**src/rtl/cbmp_pkg.sv**
```systemverilog
// Shared types and constants for the cubic Bezier motion profile block.
// No dependencies.
package cbmp_pkg;

   localparam int unsigned CoordBits = 32;
   localparam int unsigned FracBits  = 16;
   localparam int unsigned TBits     = 17;

   localparam logic [1:0] OP_EVAL  = 2'd0;
   localparam logic [1:0] OP_TABLE = 2'd1;
   localparam logic [1:0] OP_SOLVE = 2'd2;
   localparam logic [1:0] OP_NONE  = 2'd3;

   localparam logic [1:0] ST_OK      = 2'd0;
   localparam logic [1:0] ST_NOCONV  = 2'd1;
   localparam logic [1:0] ST_BADIDX  = 2'd2;

   localparam logic [2:0] REG_P0_X = 3'd0;

   typedef struct packed {
      logic [1:0]  op;
      logic [16:0] param;
      logic signed [31:0] target_x;
      logic [30:0] tolerance;
   } req_type;

   typedef struct packed {
      logic signed [31:0] out_x;
      logic signed [31:0] out_y;
      logic [16:0] out_t;
      logic [1:0]  status;
      logic [4:0]  halvings;
   } rsp_type;

   typedef enum logic [3:0] {
      S_IDLE, S_SETUP, S_WT, S_WTWAIT, S_CX, S_CXWAIT, S_CHECK, S_CY, S_CYWAIT, S_DONE
   } state_type;

   // datapath commands from controller
   typedef struct packed {
      logic load;       // capture request, set up t
      logic wt_start;   // derive weights from t
      logic cmb_start;  // combine along one axis
      logic cmb_axis;   // 0 x, 1 y
      logic step;       // bisection move
      logic finish;     // load the output register
   } cmd_type;

   typedef struct packed {
      logic busy;       // multi-cycle unit still working
      logic table_mode; // weights come from table
      logic bad_index;
      logic within_tol;
      logic cap_reached;
   } sts_type;

endpackage

```
**src/rtl/cbmp_datapath.sv**
```systemverilog
// Datapath: sequenced multipliers for the weights and for the coordinate sums.
// Depends on cbmp_pkg.
module cbmp_datapath #(
   parameter int unsigned TABLE_POINTS = 21,
   parameter int unsigned MAX_ITER     = 24
) (
   input  logic                    clock,
   input  logic                    reset,
   input  cbmp_pkg::req_type       req,
   input  logic [31:0]             cfg_regs [8],
   input  cbmp_pkg::cmd_type       cmd,
   output cbmp_pkg::sts_type       sts,
   output cbmp_pkg::rsp_type       rsp
);
   import cbmp_pkg::*;

   localparam int unsigned FRAC_BITS  = FracBits;
   localparam int unsigned COORD_BITS = CoordBits;
   localparam int unsigned N    = TABLE_POINTS - 1;
   localparam int unsigned IB   = $clog2(TABLE_POINTS);
   localparam int unsigned WB   = FRAC_BITS + 2;   // weight/t bits
   localparam int unsigned PB   = 2 * WB + 2;      // product bits
   localparam int unsigned AB   = 34 + WB + 2;     // accumulator bits
   localparam logic [63:0] ONE  = 64'd1 << FRAC_BITS;
   localparam logic [63:0] HALF = 64'd1 << (FRAC_BITS - 1);

   // constant weight and t table at k/N
   logic [WB-1:0] tabw [TABLE_POINTS][4];
   logic [WB-1:0] tabt [TABLE_POINTS];
   logic [IB-1:0] tix;

   for (genvar k = 0; k < TABLE_POINTS; k++) begin : g_tab
      localparam longint unsigned KK = k;
      localparam longint unsigned A  = N - KK;
      localparam longint unsigned D  = longint'(N) * N * N;
      localparam logic [WB-1:0] W0 = WB'((A * A * A * ONE + D / 2) / D);
      localparam logic [WB-1:0] W1 = WB'((3 * KK * A * A * ONE + D / 2) / D);
      localparam logic [WB-1:0] W2 = WB'((3 * KK * KK * A * ONE + D / 2) / D);
      localparam logic [WB-1:0] W3 = WB'((KK * KK * KK * ONE + D / 2) / D);
      localparam logic [WB-1:0] TT = WB'((KK * ONE + N / 2) / N);
      assign tabw[k][0] = W0;
      assign tabw[k][1] = W1;
      assign tabw[k][2] = W2;
      assign tabw[k][3] = W3;
      assign tabt[k]    = TT;
   end

   assign tix = req.param[IB-1:0];

   // request and bisection state
   req_type          req_ff;
   logic [WB-1:0]    t_ff, t_in;
   logic [WB-1:0]    stp_ff;
   logic [5:0]       halv_ff;
   logic [WB-1:0]    w_ff [4];
   logic [WB-1:0]    u2_ff, t2_ff;
   logic signed [AB-1:0] acc_ff;
   logic signed [33:0]   x_ff, y_ff;
   logic [3:0]       seq_ff;      // micro-step counter
   logic             wt_busy_ff, cmb_busy_ff;
   logic             axis_ff;
   logic [PB-1:0]    prod;
   logic [WB-1:0]    ma, mb;
   logic             bad;
   logic [WB-1:0]    rnd_p;
   logic signed [AB-1:0] cterm;
   logic signed [33:0]   cres;
   logic signed [AB-1:0] racc, sat_hi, sat_lo;
   rsp_type          rsp_ff;

   assign bad = req_ff.op == OP_TABLE && req_ff.param > 17'(N);

   // one multiplier, operands picked by sequence step
   always_comb begin
      logic [WB-1:0] u;
      u = WB'(ONE) - t_ff;
      ma = '0;
      mb = '0;
      case (seq_ff)
         4'd0: begin ma = u;     mb = u;     end
         4'd1: begin ma = t_ff;  mb = t_ff;  end
         4'd2: begin ma = u2_ff; mb = u;     end
         4'd3: begin ma = t_ff;  mb = u2_ff; end
         4'd4: begin ma = t2_ff; mb = u;     end
         4'd5: begin ma = t2_ff; mb = t_ff;  end
         default: ;
      endcase
      prod  = PB'(ma) * PB'(mb);
      rnd_p = WB'((PB'(seq_ff == 4'd3 || seq_ff == 4'd4 ? prod * 3 : prod) + PB'(HALF))
                  >> FRAC_BITS);
   end

   always_comb begin
      logic signed [33:0] c;
      c = 34'(signed'(cfg_regs[{seq_ff[1:0], axis_ff}]));
      cterm = AB'(c) * signed'({1'b0, w_ff[seq_ff[1:0]]});
      racc  = (acc_ff + signed'(AB'(HALF))) >>> FRAC_BITS;
      sat_hi = AB'((64'd1 << (COORD_BITS - 1)) - 1);
      sat_lo = -sat_hi - AB'(1);
      if (racc > sat_hi)      cres = 34'(sat_hi);
      else if (racc < sat_lo) cres = 34'(sat_lo);
      else                    cres = 34'(racc);
   end

   always_comb begin
      t_in = t_ff;
      if (cmd.load) begin
         if (req.op == OP_EVAL)       t_in = req.param > 17'(ONE) ? WB'(ONE) : WB'(req.param);
         else if (req.op == OP_TABLE) t_in = req.param > 17'(N) ? '0 : tabt[tix];
         else                         t_in = WB'(HALF);
      end else if (cmd.step) begin
         t_in = (signed'(34'(signed'(req_ff.target_x))) < x_ff) ? t_ff - (stp_ff >> 1)
                                                               : t_ff + (stp_ff >> 1);
      end
   end

   always_ff @(posedge clock) begin
      t_ff <= t_in;
      if (cmd.load) begin
         req_ff  <= req;
         stp_ff  <= WB'(HALF);
         halv_ff <= '0;
         if (req.op == OP_TABLE && req.param <= 17'(N)) begin
            for (int i = 0; i < 4; i++) w_ff[i] <= tabw[tix][i];
         end
      end
      if (cmd.step) begin
         stp_ff  <= stp_ff >> 1;
         halv_ff <= halv_ff + 6'd1;
      end
      if (reset) begin
         wt_busy_ff  <= 1'b0;
         cmb_busy_ff <= 1'b0;
         seq_ff      <= '0;
      end else if (cmd.wt_start) begin
         wt_busy_ff <= 1'b1;
         seq_ff     <= '0;
      end else if (cmd.cmb_start) begin
         cmb_busy_ff <= 1'b1;
         axis_ff     <= cmd.cmb_axis;
         acc_ff      <= '0;
         seq_ff      <= '0;
      end else if (wt_busy_ff) begin
         case (seq_ff)
            4'd0: u2_ff <= rnd_p;
            4'd1: t2_ff <= rnd_p;
            4'd2: w_ff[0] <= rnd_p;
            4'd3: w_ff[1] <= rnd_p;
            4'd4: w_ff[2] <= rnd_p;
            default: w_ff[3] <= rnd_p;
         endcase
         if (seq_ff == 4'd5) wt_busy_ff <= 1'b0;
         seq_ff <= seq_ff + 4'd1;
      end else if (cmb_busy_ff) begin
         if (seq_ff == 4'd4) begin
            cmb_busy_ff <= 1'b0;
            if (axis_ff) y_ff <= cres;
            else         x_ff <= cres;
         end else begin
            acc_ff <= acc_ff + cterm;
         end
         seq_ff <= seq_ff + 4'd1;
      end
   end

   always_comb begin
      logic signed [34:0] d;
      d = 35'(x_ff) - 35'(signed'(req_ff.target_x));
      if (d < 0) d = -d;
      sts.busy        = wt_busy_ff | cmb_busy_ff;
      sts.table_mode  = req_ff.op == OP_TABLE;
      sts.bad_index   = bad;
      sts.within_tol  = d <= 35'(req_ff.tolerance);
      sts.cap_reached = halv_ff >= 6'(MAX_ITER);
   end

   always_ff @(posedge clock) begin
      if (cmd.finish) begin
         rsp_ff.out_x    <= bad ? '0 : x_ff[31:0];
         rsp_ff.out_y    <= bad ? '0 : y_ff[31:0];
         rsp_ff.out_t    <= bad ? '0 : t_ff[16:0];
         rsp_ff.status   <= bad ? ST_BADIDX :
                            (req_ff.op == OP_SOLVE && !sts.within_tol) ? ST_NOCONV : ST_OK;
         rsp_ff.halvings <= halv_ff > 6'd31 ? 5'd31 : halv_ff[4:0];
      end
   end
   assign rsp = rsp_ff;
endmodule

```
**src/rtl/cbmp_control.sv**
```systemverilog
// Controller state machine sequencing weight and combine passes.
// Depends on cbmp_pkg.
module cbmp_control (
   input  logic               clock,
   input  logic               reset,
   input  logic               req_valid,
   output logic               req_ready,
   input  logic [1:0]         req_op,
   output logic               rsp_valid,
   input  logic               rsp_ready,
   output cbmp_pkg::cmd_type  cmd,
   input  cbmp_pkg::sts_type  sts
);
   import cbmp_pkg::*;

   state_type state_ff, state_in;
   logic      vld_ff, vld_in;
   logic      req_op_solve_ff;

   always_ff @(posedge clock) begin
      if (reset) begin
         state_ff <= S_IDLE;
         vld_ff   <= 1'b0;
      end else begin
         state_ff <= state_in;
         vld_ff   <= vld_in;
      end
   end

   always_ff @(posedge clock) begin
      if (cmd.load) req_op_solve_ff <= req_op == OP_SOLVE;
   end

   always_comb begin
      state_in  = state_ff;
      cmd       = '0;
      req_ready = 1'b0;
      vld_in    = vld_ff;
      if (rsp_ready) vld_in = 1'b0;
      case (state_ff)
         S_IDLE: begin
            req_ready = 1'b1;
            if (req_valid && req_op != OP_NONE) begin
               cmd.load = 1'b1;
               state_in = S_SETUP;
            end
         end
         S_SETUP: state_in = sts.bad_index ? S_DONE : (sts.table_mode ? S_CX : S_WT);
         S_WT: begin
            cmd.wt_start = 1'b1;
            state_in = S_WTWAIT;
         end
         S_WTWAIT: if (!sts.busy) state_in = S_CX;
         S_CX: begin
            cmd.cmb_start = 1'b1;
            state_in = S_CXWAIT;
         end
         S_CXWAIT: if (!sts.busy) state_in = S_CHECK;
         S_CHECK: begin
            if (!sts.table_mode && req_op_solve_ff && !sts.within_tol && !sts.cap_reached) begin
               cmd.step = 1'b1;
               state_in = S_WT;
            end else begin
               state_in = S_CY;
            end
         end
         S_CY: begin
            cmd.cmb_start = 1'b1;
            cmd.cmb_axis  = 1'b1;
            state_in = S_CYWAIT;
         end
         S_CYWAIT: if (!sts.busy) state_in = S_DONE;
         S_DONE: begin
            if (!vld_ff || rsp_ready) begin
               cmd.finish = 1'b1;
               vld_in     = 1'b1;
               state_in   = S_IDLE;
            end
         end
         default: state_in = S_IDLE;
      endcase
   end

   assign rsp_valid = vld_ff;
endmodule

```
**src/rtl/cubic_bezier_motion_profile.sv**
```systemverilog
// Top level of the cubic Bezier motion profile evaluator.
// Depends on cbmp_pkg, cbmp_control and cbmp_datapath.
//
// Evaluates a cubic Bezier curve whose four control points live in eight
// APB registers (p0_x at 0x00 to p3_y at 0x1C). Op 0 evaluates at t
// (Q1.16, saturated to 1.0), op 1 at table point k/(TABLE_POINTS-1), op 2
// bisects for t with |x(t)-target_x| <= tolerance. One item at a time on the
// sequenced multipliers: op 0 runs 6 weight multiplies, then 4+1 combine
// steps per axis, and the next transfer can be taken in the same cycle
// that its result becomes valid. Op 1 takes its weights from a constant
// table and skips the weight pass; an index out of range goes straight to
// the result. Op 2 repeats the weight pass and the x combine per bisection
// halving, up to MAX_ITER halvings. The result register lets the next
// transfer start while a finished result waits. Op 3 is accepted and
// dropped with no result.
module cubic_bezier_motion_profile #(
   parameter int unsigned TABLE_POINTS = 21,
   parameter int unsigned MAX_ITER     = 24
) (
   input  logic              clock,
   input  logic              reset,
   input  logic              req_valid,
   output logic              req_ready,
   input  cbmp_pkg::req_type req_data,
   output logic              rsp_valid,
   input  logic              rsp_ready,
   output cbmp_pkg::rsp_type rsp_data,
   input  logic              psel,
   input  logic              penable,
   input  logic              pwrite,
   input  logic [4:0]        paddr,
   input  logic [31:0]       pwdata,
   output logic [31:0]       prdata,
   output logic              pready
);
   import cbmp_pkg::*;

   logic [31:0] regs_ff [8];
   cmd_type     cmd;
   sts_type     sts;

   assign pready = 1'b1;
   // write at the access phase; byte addresses 4*i
   always_ff @(posedge clock) begin
      if (reset) begin
         for (int i = 0; i < 8; i++) regs_ff[i] <= '0;
      end else if (psel && penable && pwrite) begin
         regs_ff[paddr[4:2]] <= pwdata;
      end
   end
   assign prdata = regs_ff[paddr[4:2]];

   cbmp_control u_ctrl (
      .clock, .reset, .req_valid, .req_ready, .req_op(req_data.op),
      .rsp_valid, .rsp_ready, .cmd, .sts
   );

   cbmp_datapath #(
      .TABLE_POINTS(TABLE_POINTS), .MAX_ITER(MAX_ITER)
   ) u_dp (
      .clock, .reset, .req(req_data), .cfg_regs(regs_ff), .cmd, .sts, .rsp(rsp_data)
   );
endmodule
```
**config.mk**
```make
export PLATFORM = sky130hd
export DESIGN_NAME = cubic_bezier_motion_profile
export DESIGN_NICKNAME = d
export VERILOG_FILES = /design/src/rtl/cbmp_pkg.sv /design/src/rtl/cbmp_datapath.sv /design/src/rtl/cbmp_control.sv /design/src/rtl/cubic_bezier_motion_profile.sv
export SDC_FILE = /design/constraint.sdc
export NUM_CORES = 2
export LEC_CHECK = 0
export BUFFER_PORTS_ARGS = -buffer_cell sky130_fd_sc_hd__buf_2
export CAP_MARGIN = 5
export CORE_UTILIZATION = 55
export CTS_CLUSTER_SIZE = 30
export DETAILED_ROUTE_END_ITERATION = 10
export PLACE_DENSITY = 0.72
export SYNTH_ARGS = -nofsm -noshare
export SYNTH_HDL_FRONTEND = slang
export SYNTH_SLANG_ARGS = --single-unit
```
**constraint.sdc**
```tcl
create_clock -name clock -period 15.3 [get_ports clock]
set_input_delay 3.06 -clock clock [delete_from_list [all_inputs] [get_ports clock]]
set_output_delay 3.06 -clock clock [all_outputs]
set_load 0.01 [all_outputs]
```
-- Word-level counts from Yosys, hierarchy flattened
Memory sizes are Yosys's and may differ from the RTL's. A register that Yosys moved wholly into a read port is not among the register bits.
Index checks and enable logic that the tools add are counted.
- memories: 3
- RAM bits: 72
- memory bits (read-only): 2880
- input bits: 126
- flip-flop bits (word level): 635
- mux-type cells: 99
- multiply operators: 3
- equality and inequality tests: 27
- $add $sub $neg: 10
- reductions and logical operators: 37
- $lt $le $gt $ge: 15
- bitwise logic cells: 13
- memory list (name ; words ; width ; read ports ; clocked after memory_dff ; write ports ; line ; RTL):
    (no name shown) ; 32 ; 72 ; 1 ; 0 ; 0 ; cbmp_datapath.sv:124 ; for (int i = 0; i < 4; i++) w_ff[i] <= tabw[tix][i];
    (no name shown) ; 32 ; 18 ; 1 ; 0 ; 0 ; cbmp_datapath.sv:109 ; else if (req.op == OP_TABLE) t_in = req.param > 17'(N) ? '0 : tabt[tix];
    u_dp.w_ff ; 4 ; 18 ; 1 ; 1 ; 4 ; cbmp_datapath.sv:55 ; logic [WB-1:0] w_ff [4];
- operators with widths (kind ; count):
    $bwmux 256 ; 1
    $mux 18 ; 12
    $bmux 32 s3 ; 2
    $mux 54 ; 3
    $mux 32 ; 5
    $mux 72 ; 2
    $mux 34 ; 3
    $demux 32 s3 ; 1
    $pmux 18 s4 ; 1
    $add 54x17->54 const B ; 1
    $add 54x54->54 ; 1
    $pmux 18 s3 ; 1
    $mul 32x19->51 ; 1
    $mux 1 ; 49
    $pmux 4 s10 ; 1
    $gt 38x32->1 const B ; 1
    $lt 38x32->1 const B ; 1
    $mul 18x18->36 ; 1
    $mul 36x2->34 const B ; 1
    $le 35x31->1 ; 1
    $lt 35x1->1 const B ; 1
    $mux 35 ; 1
    $neg 35->35 ; 1
    $sub 34x32->35 ; 1
    other kinds (47) ; 111

-- Depth between registers and ports, before layout
- depth in word-level cells: 11
- mapped depth: 47
- gate-level depth less buffers: 43

-- Cells and area by module
A second synthesis with hierarchy kept.
- cell total of the unflattened synthesis: 7485
- area, all modules: 73216.5 µm²
- by module, submodules not included (module ; seq. area each (µm²) ; instances ; cells each ; area an instance (µm²)):
    cbmp_datapath ; 13312.8 ; 1 ; 6396 ; 60599.4
    cubic_bezier_motion_profile ; 5124.9 ; 1 ; 1029 ; 12132.9
    cbmp_control ; 130.1 ; 1 ; 60 ; 484.2

-- Least setup slack after synthesis
No wires, ideal clock.
- kind: reg-to-reg
- start point: register u_dp.seq_ff[0]
- end point: memory u_dp.w_ff[0][17] (netlist bit), data pin
- stages on the path, launching flop included: 43
- period minus slack after synthesis: 11690 ps
- slack: 3610 ps
- library setup time: 272 ps
- required time: 15028 ps
- arrival time: 11418 ps
- path through: dfxtp_1 buf_1 buf_1 clkbuf_1 inv_1 ha_1 and2_1 clkbuf_1 a21oi_1 clkbuf_1 o21ai_0 a221oi_1 clkbuf_1 nor2_1 fa_1 fa_1 inv_1 fa_1 [... 7 more ...] nand4_2 or4_4 o21a_1 o21ai_0 xor2_1 ha_1 a21oi_1 o21ai_0 a21oi_1 o21ai_0 a21oi_1 a211oi_1 or3_1 and2_1 or2_1 or4_1 and4bb_2 nor3_1
- RTL lines (element ; line ; RTL):
    start, declared ; cbmp_datapath.sv:59 ; logic [3:0] seq_ff;
    start signal, assigned ; cbmp_datapath.sv:153 ; seq_ff <= seq_ff + 4'd1;
    start signal, assigned ; cbmp_datapath.sv:162 ; seq_ff <= seq_ff + 4'd1;
    end, declared ; cbmp_datapath.sv:55 ;

==> results_dict.tcl <==
set metrics [dict create \
    core-area_um2 130000 \
    io_pins 249 \
    slew_headroom 0.141 \
    die_area_um2 133000 \
    die_w_um 365 \
    cts_tree "yes" \
    clock_skew_ns 0.0317 \
    cts_htree_levels 3 \
    initial_core_util 0.557 \
    worstPathMaxFanout 18 \
    finalCritPeriodShare 0.846 \
    yosysTopAreaCellShare 0.225 \
    yosys-top-cells-area "fa_1 23%, edfxtp_1 18%, dfxtp_1 7.4%" \
    postCtsHoldBufs 0 \
    rrSetupSlack_ns 2.36 \
    async_flop_share 0 \
    yosysTopAreaCell "fa_1" \
    hp-class "register to register" \
    wl_per_cell_um 21.8 \
    drv_slew 0 \
    timing.fmax_mhz 77.3 \
    crit_type "register to register" \
    hold_viol_final 0 \
    timing.max_cap.violations 0 \
    cp_common_cell "fa_1" \
    synth_nets 9468 \
    grt_usage 0.325 \
    dp.final_hpwl_mm 159 \
    crit_path_end_kind "register" \
    ctsLongestPathBuffers 3 \
    synth_area_um2 72400 \
    startpoint_type "register" \
    synth.distinct_cells 111 \
    syn_area_per_cell_um2 8.94 \
    drive_above_1_share 0.0812 \
    antenna_left 0 \
    cpPeakStageDelay_ns 0.62 \
    setup-tns-final_ns 0 \
    ys_seq_area_frac 0.256 \
    drtPass1Iterations 8 \
    yosys_register_bits 708 \
    clk_latency_ns 0.71 \
    drt-vias-per-instance 6.09 \
    cp.required_ns 15.71 \
    yosysWarnings 0 \
    grt_pass1_wl_mm 337 \
    drtIter0Drc 6428 \
    cts-buffers-inserted 81 \
    status "complete, no violations" \
    grt_pass1_vias 60600 \
    gp_congestion 0.950 \
    layout_min_cycle_time_ns 12.94 \
    holdWs_ns 0.469 \
    stdcell_count 9892 \
    synth_ff_type "edfxtp_1" \
    setup_viol_count_final 0 \
    num_vias 60200 \
    clkSinkCount 708 \
    path_clk_slew_ns 0.06 \
    row_count 132 \
    area_growth_pct 7.48 \
    grt_max_degree 108 \
    placed_cells 9739 \
    cts-root-buf "clkbuf_16" \
    post_cts_buffers 0 \
    overflow 0 \
    drc 0 \
    routed_wl_mm 216 \
    die_h_um 365 \
    synth-edff-count 439 \
    antenna_found_initial 12 \
    arrival_ns 13.35 \
    nets 9443 \
    io_buffers 245 \
    cts_resized 0 \
    netlist_instances 8105 \
    cpMaxStageDelayCell "nand2_1" \
    worst_slew_pin_slew_ns 1.28 \
    rsz0062_at_grt "false" \
]
synth_stat cells, drive strengths merged, types with 52 or more instances:
master	instances
nor2	487
clkbuf	419
xnor2	157
nand2	1401
xor2	105
nand2b	52
edfxtp	439
inv	1082
nor2b	142
o21ai	247
fa	816
and2	70
a22oi	153
dfxtp	269
mux4	75
nor3	81
a21oi	649
ha	421
a21o	155
o21a	57
nand3	98
nand4	81
routing by layer:
| layer | global-route usage | vias up | part of all wire |
|---|---|---|---|
| met1 | 0.431 | 29500 | 0.40 |
| met4 | 0.127 | 18 | 0.038 |
| met2 | 0.523 | 3126 | 0.46 |
| met3 | 0.0644 | 569 | 0.10 |
| met5 | 0 | - | 0.00055 |
| li1 | - | 27000 | - |
critical path: cells and delay by family (launching register included):
| kind | cells | cell delay (ns) |
|---|---|---|
| and+or+nand+nor | 14 | 5.13 |
| adders and majority gates | 8 | 3.78 |
| AOI/OAI and AO/OA | 9 | 1.84 |
| xor gates and xnor gates | 3 | 1.09 |
| DFF | 1 | 0.54 |
| buffers and inverters | 5 | 0.26 |
metrics by stage:
stage                      util  instance area [µm²]  setup slack [ns]
after floorplan               -                72400              3.61
after global placement    0.576                75000              2.74
after detailed placement  0.576                75000              2.50
after CTS                 0.598                77900              2.46
after global routing      0.598                77900              1.72
final                     0.598                77900              2.36
final timing paths:
kind                     start               end  cells after the start
hold / removal    regs_ff[217]      regs_ff[217]                      2
setup reg to reg  u_dp.t_ff[2]  u_dp.w_ff[3][13]                     39
hold reg to reg   regs_ff[217]      regs_ff[217]                      2
setup / recovery  u_dp.t_ff[2]  u_dp.w_ff[3][13]                     39
layout by cell type, fill, tap and decap left out, types with 98 or more instances in the layout:
cell type     n
a22oi_1     153
o21ai_0     221
edfxtp_1    439
nand2_1    1393
fa_1        816
buf_2       244
a21o_1      155
a21oi_1     648
ha_1        421
nor2b_1     140
xor2_1      105
dfxtp_1     268
xnor2_1     156
nor2_1      483
nand3_1      98
inv_1      1080
final cells by class:
type	count	area, µm²
sequential	708	18600
antenna	1	2.50
clock inverter	51	658
multi-input combinational	5863	48200
fill	11300	52300
inverter	1086	4090
timing repair buffer	340	1950
tap	1742	2180
clock buffer	101	2210
flip-flops by register name, indices dropped and copies added (netlist names), named ones only:
register,cells
u_ctrl.state_ff,4
u_dp.axis_ff,1
u_dp.halv_ff,6
u_dp.w_ff,72
u_dp.acc_ff,54
u_dp.rsp,88
u_ctrl.rsp_valid,1
u_ctrl.req_op_solve_ff,1
u_dp.t2_ff,18
u_dp.u2_ff,18
u_dp.cmb_busy_ff,1
u_dp.wt_busy_ff,1
u_dp.x_ff,34
u_dp.stp_ff,15
u_dp.req_ff,82
u_dp.y_ff,32
u_dp.seq_ff,4
u_dp.t_ff,18
regs_ff,256
logic make-up (layout without fill, tap and decap cells):
family / count (synthesis) / count (layout) / synth area share
DFF: 708 / 708 / 0.256
adders and majority gates: 1237 / 1237 / 0.298
muxes: 112 / 112 / 0.0286
AOI/OAI and AO/OA: 1646 / 1646 / 0.145
other: 2 / 3 / 0.000104
and+or+nand+nor: 2601 / 2601 / 0.159
xor gates and xnor gates: 265 / 265 / 0.0327
buffers and inverters: 1534 / 1578 / 0.0803
Power is left out: the tool's default activity adds up to more than one toggle a clock period on the data nets, which glitch-free logic cannot reach.
